===== config.mk =====
export PLATFORM = sky130hd
export DESIGN_NAME = rapt_ctrl
export DESIGN_NICKNAME = d
export VERILOG_FILES = /design/src/rtl/rapt_pkg.sv /design/src/rtl/rapt_ctrl.sv
export SDC_FILE = /design/constraint.sdc
export NUM_CORES = 1
export LEC_CHECK = 0
export ABC_AREA = 1
export BUFFER_PORTS_ARGS = -buffer_cell sky130_fd_sc_hd__clkbuf_2
export CORE_AREA = 8 8 45 47
export DETAILED_ROUTE_END_ITERATION = 16
export DIE_AREA = 0 0 53 55
export PLACE_DENSITY = 0.7
export SYNTH_ARGS = -nofsm -noshare
export SYNTH_HDL_FRONTEND = slang
export SYNTH_SLANG_ARGS = --single-unit

===== constraint.sdc =====
create_clock -name clk -period 1.5 [get_ports clk]
set_input_delay 0.3 -clock clk [delete_from_list [all_inputs] [get_ports clk]]
set_output_delay 0.3 -clock clk [all_outputs]
set_load 0.02 [all_outputs]

===== src/rtl/rapt_pkg.sv =====
// shared types and constants for the request/answer pairing table
package rapt_pkg;

    localparam int unsigned KEY_W  = 64;
    localparam int unsigned TIME_W = 32;
    localparam int unsigned APP_W  = 32;
    localparam int unsigned TMO_W  = 16;
    localparam int unsigned CIDX_W = 8;
    localparam int unsigned CDAT_W = 32;

    // configuration register indexes
    localparam logic [CIDX_W-1:0] REG_APP_ID  = 8'd0;
    localparam logic [CIDX_W-1:0] REG_TIMEOUT = 8'd1;

    // reset values of the configuration registers
    localparam logic [APP_W-1:0] APP_ID_RST  = 32'd16777251;
    localparam logic [TMO_W-1:0] TIMEOUT_RST = 16'd300;

    // item kinds on the input
    localparam logic FUNC_MSG   = 1'b0;
    localparam logic FUNC_SWEEP = 1'b1;

    // result status codes
    typedef enum logic [2:0] {
        ST_STORED  = 3'd0,
        ST_PAIRED  = 3'd1,
        ST_FULL    = 3'd2,
        ST_IGNORED = 3'd3,
        ST_EXPIRED = 3'd4,
        ST_NOTHING = 3'd5
    } res_status_t;

    // flush kinds
    localparam logic [1:0] FK_BOTH = 2'd0;
    localparam logic [1:0] FK_REQ  = 2'd1;
    localparam logic [1:0] FK_ANS  = 2'd2;
    localparam logic [1:0] FK_NONE = 2'd3;

    typedef enum logic [2:0] {
        S_IDLE,
        S_CHECK,
        S_LOOK_CMP,
        S_LOOK_RD,
        S_SWEEP_EVAL,
        S_SEARCH,
        S_RESULT
    } rapt_state_t;

    // controller to datapath
    typedef struct packed {
        logic        cap;
        logic        step_idx;
        logic        set_res;
        res_status_t res_kind;
        logic        pair_hit;
        logic        srch_init;
        logic        srch_step;
        logic        claim;
        logic        expire;
        logic        load_out;
    } rapt_cmd_t;

    // datapath to controller
    typedef struct packed {
        logic func;
        logic sweep_ok;
        logic app_match;
        logic hit;
        logic last_idx;
        logic full;
        logic p_free;
        logic expired;
        logic out_free;
    } rapt_stat_t;

endpackage


===== src/rtl/rapt_ctrl.sv =====
// sequencing state machine of the pairing table
module rapt_ctrl
    import rapt_pkg::*;
(
    input  logic       clk,
    input  logic       rst_n,
    input  logic       in_valid,
    output logic       in_ready,
    input  rapt_stat_t stat,
    output rapt_cmd_t  cmd
);
    rapt_state_t state_reg, state_next;

    // state register
    always_ff @(posedge clk or negedge rst_n)
    begin
        if (!rst_n)
        begin
            state_reg <= S_IDLE;
        end
        else
        begin
            state_reg <= state_next;
        end
    end

    // next state and commands
    always_comb
    begin
        state_next = state_reg;
        cmd        = '0;
        cmd.res_kind = ST_NOTHING;
        in_ready   = 1'b0;
        case (state_reg)
            S_IDLE:
            begin
                in_ready = 1'b1;
                if (in_valid)
                begin
                    cmd.cap    = 1'b1;
                    state_next = S_CHECK;
                end
            end
            S_CHECK:
            begin
                if (stat.func == FUNC_SWEEP)
                begin
                    if (stat.sweep_ok)
                    begin
                        state_next = S_SWEEP_EVAL;
                    end
                    else
                    begin
                        cmd.set_res  = 1'b1;
                        cmd.res_kind = ST_NOTHING;
                        state_next   = S_RESULT;
                    end
                end
                else if (!stat.app_match)
                begin
                    cmd.set_res  = 1'b1;
                    cmd.res_kind = ST_IGNORED;
                    state_next   = S_RESULT;
                end
                else
                begin
                    state_next = S_LOOK_CMP;
                end
            end
            S_LOOK_CMP:
            begin
                if (stat.hit)
                begin
                    cmd.set_res  = 1'b1;
                    cmd.res_kind = ST_PAIRED;
                    cmd.pair_hit = 1'b1;
                    state_next   = S_RESULT;
                end
                else if (!stat.last_idx)
                begin
                    cmd.step_idx = 1'b1;
                    state_next   = S_LOOK_RD;
                end
                else if (stat.full)
                begin
                    cmd.set_res  = 1'b1;
                    cmd.res_kind = ST_FULL;
                    state_next   = S_RESULT;
                end
                else
                begin
                    cmd.srch_init = 1'b1;
                    state_next    = S_SEARCH;
                end
            end
            S_LOOK_RD:
            begin
                state_next = S_LOOK_CMP;
            end
            S_SWEEP_EVAL:
            begin
                cmd.set_res = 1'b1;
                if (stat.expired)
                begin
                    cmd.res_kind = ST_EXPIRED;
                    cmd.expire   = 1'b1;
                end
                else
                begin
                    cmd.res_kind = ST_NOTHING;
                end
                state_next = S_RESULT;
            end
            S_SEARCH:
            begin
                if (stat.p_free)
                begin
                    cmd.set_res  = 1'b1;
                    cmd.res_kind = ST_STORED;
                    cmd.claim    = 1'b1;
                    state_next   = S_RESULT;
                end
                else
                begin
                    cmd.srch_step = 1'b1;
                end
            end
            S_RESULT:
            begin
                if (stat.out_free)
                begin
                    cmd.load_out = 1'b1;
                    state_next   = S_IDLE;
                end
            end
            default:
            begin
                state_next = S_IDLE;
            end
        endcase
    end
endmodule


==> results of run 1 <==
repair_timing:
item                       CTS  global route
hold buffers                 1             0
hold endpoints to repair     3             0
setup endpoints to repair   13            13
setup buffers                5             6
pin swaps                    8             9
gates resized for setup     20            25
area by class of cell:
class | instances | area (µm²)
Fill cell | 120 | 419
Multi-Input combinational cell | 63 | 412
Timing Repair Buffer | 43 | 368
Sequential cell | 3 | 77.6
Inverter | 15 | 61.3
Clock buffer | 4 | 26.3
Tap cell | 16 | 20.0
power breakdown:
group | switching [mW] | internal, mW
clock | 0.0392 | 0.0995
sequential | 0.0893 | 0.128
combinational | 0.908 | 0.892
total | 1.04 | 1.12
cell usage after synthesis (all sizes together):
cell,n
nand2,21
nor2,21
inv,15
nand3,9
a21oi,3
buf,3
dfrtp,3
nor3,3
o21ai,2
a21o,1
nand3b,1
nand4,1
o211ai,1
through the flow:
step	instance area, µm²	power, mW	hold WS [ns]
6_report	965	2.16	0.399
5_1_grt	965	2.32	0.401
4_1_cts	846	1.90	0.390
3_5_place_dp	706	1.48	0.101
3_3_place_gp	706	1.46	0.101
2_1_floorplan	534	1.12	0.00441
metal layers:
layer	wire length, µm	vias to the layer above	GRT usage, %	part of all wire (%)
met5	0	-	0	0
met4	0	0	3.88	0
met3	139	0	3.74	7.7
met2	1020	28	24.4	56
met1	657	336	11.5	36
li1	-	347	-	-
critical path, delay by kind of cell, from the launching register on:
family,cells,cell delay [ns]
flip-flops,1,0.46
AND/OR/NAND/NOR,3,0.38
AO/OA/AOI/OAI,1,0.05
buffers and inverters,2,0.26
final timing paths:
path / startpoint / to / slack [ns] / cells past startpoint
setup / recovery: state_reg[1]$_DFFE_PN0P_ / cmd[6] / -0.18 / 6
hold / removal: rst_n / state_reg[1]$_DFFE_PN0P_ / 0.40 / 2
setup reg to reg: state_reg[0]$_DFFE_PN0P_ / state_reg[1]$_DFFE_PN0P_ / 0.07 / 9
hold reg to reg: state_reg[1]$_DFFE_PN0P_ / state_reg[0]$_DFFE_PN0P_ / 0.74 / 3
max in group asynchronous: rst_n / state_reg[0]$_DFFE_PN0P_ / 0.98 / 2
min in group clk: stat[0] / state_reg[1]$_DFFE_PN0P_ / 0.41 / 4
cell families (layout without fill, tap and decap cells):
family                 after synthesis  count (layout)
AOI/OAI and AO/OA                    7               7
buffers and inverters               18              62
DFF                                  3               3
and+or+nand+nor                     56              56
==> results.json, run 1 <==
{
  "cts_buffers": 3,
  "drc": 0,
  "grt_pass1_vias": 661,
  "hpwl_um": 1250,
  "place_inst": 128,
  "cts.clk_slew.worst_paths_ns": 0.04,
  "endpoint_kind": "output port",
  "wl_per_cell_um": 12.6,
  "final_nets": 141,
  "violations": "setup timing",
  "slew_viol_final": 0,
  "synth_fa_ha_area_share_pct": 0,
  "row_count": 14,
  "path_class": "reg -> out",
  "die_w_um": 53,
  "fin_crit_sh_pct": 112,
  "fin_ws_ns": -0.179,
  "via_per_inst": 4.94,
  "cp_max_fo": 5,
  "rsz0062_at_grt": "yes",
  "required_ns": 1.20,
  "tritoncts": "built",
  "ctsLongestPathBuffers": 2,
  "core_area_um2": 1380,
  "first_pass_iters": 5,
  "synth_top_family_by_area": "simple AND/OR/NAND/NOR gates",
  "clock_latency_ns": 0.23,
  "syn_area_um2": 534,
  "largest_register_ffs": 3,
  "cp-start-kind": "flip-flop",
  "avgSynthCellArea_um2": 6.36,
  "maxSlewHeadroom_pct": 83.9,
  "layout.cells.most_common": "buf_4",
  "ant_nets": 0,
  "track_usage_pct": 12.2,
  "dieArea_um2": 2920,
  "fin_util_pct": 69.7,
  "place_congestion": 0.797,
  "ys_seq_area_share_pct": 14.1,
  "cap_violations": 0,
  "numPortBuffers": 24,
  "antenna_cells": 0,
  "leakagePower_nw": 0.533,
  "critPathMaxStageDelay_ns": 0.46,
  "tightest_slew_ns": 0.241,
  "grt_first_pass_wirelength_um": 2720,
  "synth.largest_area_cell": "dfrtp_1",
  "wl_um": 1820,
  "place_ws_ns": -0.0247,
  "crit_chain": "inv_4 > nand2_4 > nor3_4 > a21oi_2 > nand3_1 > clkbuf_8",
  "syn-num-nets": 96,
  "syn-instance-count": 84,
  "cts-root-buf": "clkbuf_4",
  "yosys_warnings": 0,
  "final-instance-count-excl-fill": 144,
  "power_density_nw_per_um2": 2230,
  "vdd_ir_drop_max_mv": 1.14,
  "num_vias": 711,
  "gr-total-overflow": 0,
  "yosysTopAreaCellShare_pct": 14.1,
  "io_pins": 25,
  "layout_common_cells": "buf_4, nand2_1, clkbuf_2, inv_1, nor2_1",
  "max_clock_freq_mhz": 595,
  "synthMuxAreaShare_pct": 0,
  "grt_max_degree": 7,
  "start_util_pct": 38.6,
  "cts_sinks": 3,
  "synthSimpleGateAreaFrac_pct": 60.7,
  "setup_viol": 13,
  "synthTopCellsByArea": "dfrtp_1, nand2_1, nor2_1",
  "worstPathArrival_ns": 1.38,
  "period_needed_ns": 1.68,
  "drive_gt1_share_pct": 57.8,
  "area_growth_pct": 80.6,
  "hp-class": "in -> async",
  "initialDrtViolationCount": 12,
  "worst_path_max_delay_cell": "dfrtp_2",
  "ys_seq_elements": 3,
  "synthXorXnorAreaFrac_pct": 0,
  "fin_tns_setup_ns": -1.22,
  "synth_compound_area_share_pct": 7.49,
  "cts_max_level": 1,
  "synth.distinct_cells": 23,
  "final_hold_viol_count": 0,
  "antenna_found_initial": 0,
  "status": "finished, violations left",
  "die_h_um": 55,
  "clock_skew_ns": 0.00544
}
Note: power is estimated with default switching activity, not from simulation.
==> run 2, diff against run 1 <==
--- a/config.mk
+++ b/config.mk
@@ -10,7 +10,7 @@
 export CORE_AREA = 8 8 45 47
 export DETAILED_ROUTE_END_ITERATION = 16
 export DIE_AREA = 0 0 53 55
-export PLACE_DENSITY = 0.7
+export PLACE_DENSITY = 0.8
 export SYNTH_ARGS = -nofsm -noshare
 export SYNTH_HDL_FRONTEND = slang
 export SYNTH_SLANG_ARGS = --single-unit
==> run 2 against run 1 <==
The flow still finishes with violations (setup timing). Fmax up 0.44%. Largest cell class unchanged. Via count up 0.42%. Setup slack better by 0.0074 ns. Cell count unchanged. Register-to-register slack better by 0.08 ns. Highest routed layer is now met4.
==> results.json, run 2 (synthesis gave the netlist of run 1 again) <==
{
  "vdd_ir_drop_max_mv": 1.21,
  "violations": "setup timing",
  "final_nets": 141,
  "slew_viol_final": 0,
  "dieArea_um2": 2920,
  "via_per_inst": 4.96,
  "period_needed_ns": 1.67,
  "tightest_slew_ns": 0.248,
  "path_class": "reg -> out",
  "p_int_mw": 1.08,
  "critPathLaunch": "state_reg[2]$_DFFE_PN0P_",
  "path_delay_family": "flip-flops",
  "max_clock_freq_mhz": 598,
  "final.fill_count": 111,
  "worstPathArrival_ns": 1.37,
  "numPortBuffers": 24,
  "track_usage_pct": 12.4,
  "clock_skew_ns": 0.00330,
  "required_ns": 1.20,
  "crit_chain": "buf_4 > nor2_4 > a21oi_2 > nand3_1 > clkbuf_8",
  "p_sw_share_pct": 48.7,
  "power.share.combinational_pct": 80.6,
  "wl_um": 1860,
  "seq_power_share_pct": 12.6,
  "cts_sinks": 3,
  "cts_max_level": 1,
  "cts.clk_slew.worst_paths_ns": 0.04,
  "path_depth": 5,
  "cp_max_fo": 6,
  "area_growth_pct": 72.6,
  "power_frac_clock_pct": 6.9,
  "gr-total-overflow": 0,
  "rsz0062_at_grt": "yes",
  "setup_viol": 12,
  "leakagePower_nw": 0.526,
  "largest_register_ffs": 3,
  "placed_cell_area_um2": 701,
  "clock_latency_ns": 0.24,
  "cap_violations": 0,
  "cp-start-kind": "flip-flop",
  "critPathMaxStageDelay_ns": 0.49,
  "fin_crit_sh_pct": 111,
  "num_vias": 714,
  "p_sw_mw": 1.02,
  "cts_buffers": 3,
  "antenna_cells": 0,
  "multi_input_area_um2": 390,
  "core_area_um2": 1380,
  "initialDrtViolationCount": 24,
  "rr_worst_depth": 8,
  "cts-root-buf": "clkbuf_4",
  "hpwl_um": 1260,
  "io_pins": 25,
  "start_util_pct": 38.6,
  "final_hold_viol_count": 0,
  "seqCellArea_um2": 78.8,
  "hp-class": "in -> async",
  "antenna_found_initial": 0,
  "ant_nets": 0,
  "die_w_um": 53,
  "endpoint_kind": "output port",
  "grt_first_pass_wirelength_um": 2770,
  "ctsLongestPathBuffers": 2,
  "grt_max_degree": 7,
  "regToRegStartpoint": "state_reg[2]$_DFFE_PN0P_",
  "die_h_um": 55,
  "worst_path_max_delay_cell": "dfrtp_2",
  "wl_per_cell_um": 12.9,
  "layout.cells.most_common": "buf_4",
  "maxSlewHeadroom_pct": 83.5,
  "row_count": 14,
  "place_congestion": 0.858,
  "grt_pass1_vias": 662,
  "power_density_nw_per_um2": 2270,
  "drc": 0,
  "layout_common_cells": "buf_4, nand2_1, nor2_1, clkbuf_2, inv_1",
  "drive_gt1_share_pct": 55.5,
  "r2r_end": "state_reg[1]$_DFFE_PN0P_",
  "cp.buffers_inverters": 2,
  "tritoncts": "built",
  "fin_ws_ns": -0.172,
  "status": "finished, violations left",
  "first_pass_iters": 4,
  "critPathCapture": "cmd[9]",
  "p_total_mw": 2.10,
  "reg2reg_slack_ns": 0.15,
  "design_area_um2": 922
}
[run 2: cell count changes in the layout (fill, tap and decap cells not counted), sizes merged]
cell / previous run / this run
buf: 27 / 28
clkbuf: 19 / 18
[run 2: power groups by stage]
stage / combinational, mW / sequential (mW) / clock (mW)
after global routing: 1.82 / 0.274 / 0.150
after global placement: 1.14 / 0.268 / 0
after detailed placement: 1.16 / 0.274 / 0
final: 1.69 / 0.264 / 0.144
after CTS: 1.45 / 0.265 / 0.144
after floorplan: 0.986 / 0.138 / 0
[run 2: layout make-up]
| cell class | instances | share of cell area (%) |
|---|---|---|
| Tap cell | 16 | 2.17 |
| Sequential cell | 3 | 8.55 |
| Multi-Input combinational cell | 63 | 42.3 |
| Inverter | 15 | 6.92 |
| Clock buffer | 4 | 2.85 |
| Timing Repair Buffer | 43 | 37.2 |
[run 2: timing repair]
item / 4_1_cts / 5_1_grt
gates resized for setup: 20 / 21
hold endpoints to repair: 3 / 0
endpoints found under the setup margin: 13 / 13
hold buffers: 1 / 0
pin swaps: 1 / 6
setup buffers: 6 / 4
[run 2: worst min-delay path by stage]
| stage | from | end | slack, ns |
|---|---|---|---|
| after global routing | rst_n | state_reg[1]$_DFFE_PN0P_ | 0.40 |
| after floorplan | rst_n | state_reg[0]$_DFFE_PN0P_ | 0.004 |
| final | rst_n | state_reg[1]$_DFFE_PN0P_ | 0.39 |
| after CTS | stat[0] | state_reg[1]$_DFFE_PN0P_ | 0.37 |
| after detailed placement | rst_n | state_reg[0]$_DFFE_PN0P_ | 0.1 |
| after global placement | rst_n | state_reg[0]$_DFFE_PN0P_ | 0.1 |
[run 2: routing by layer]
metal	global-route usage (%)	wire (µm)
met5	0	0
met4	5.17	16
met3	2.67	129
met2	21.1	957
met1	14.8	760
[run 2: stage by stage]
step	hold WS, ns	util, %	setup slack (ns)	TNS, ns	instances
after floorplan	0.00441	-	0.000484	0	84
final	0.388	66.6	-0.172	-1.22	144
after CTS	0.372	61.2	-0.154	-1.12	140
after global routing	0.397	66.6	-0.253	-1.90	144
after global placement	0.0989	50.6	-0.0361	-0.0894	129
after detailed placement	0.0984	50.6	-0.0413	-0.104	129
[run 2: worst reg2reg max path: stages, from the launching register on]
cell	delay (ns)
dfrtp_2	0.49
nor2_4	0.14
buf_4	0.12
buf_6	0.10
nand3_1	0.11
inv_1	0.11
nor2_1	0.05
nand2_1	0.06
nand2_1	0.05
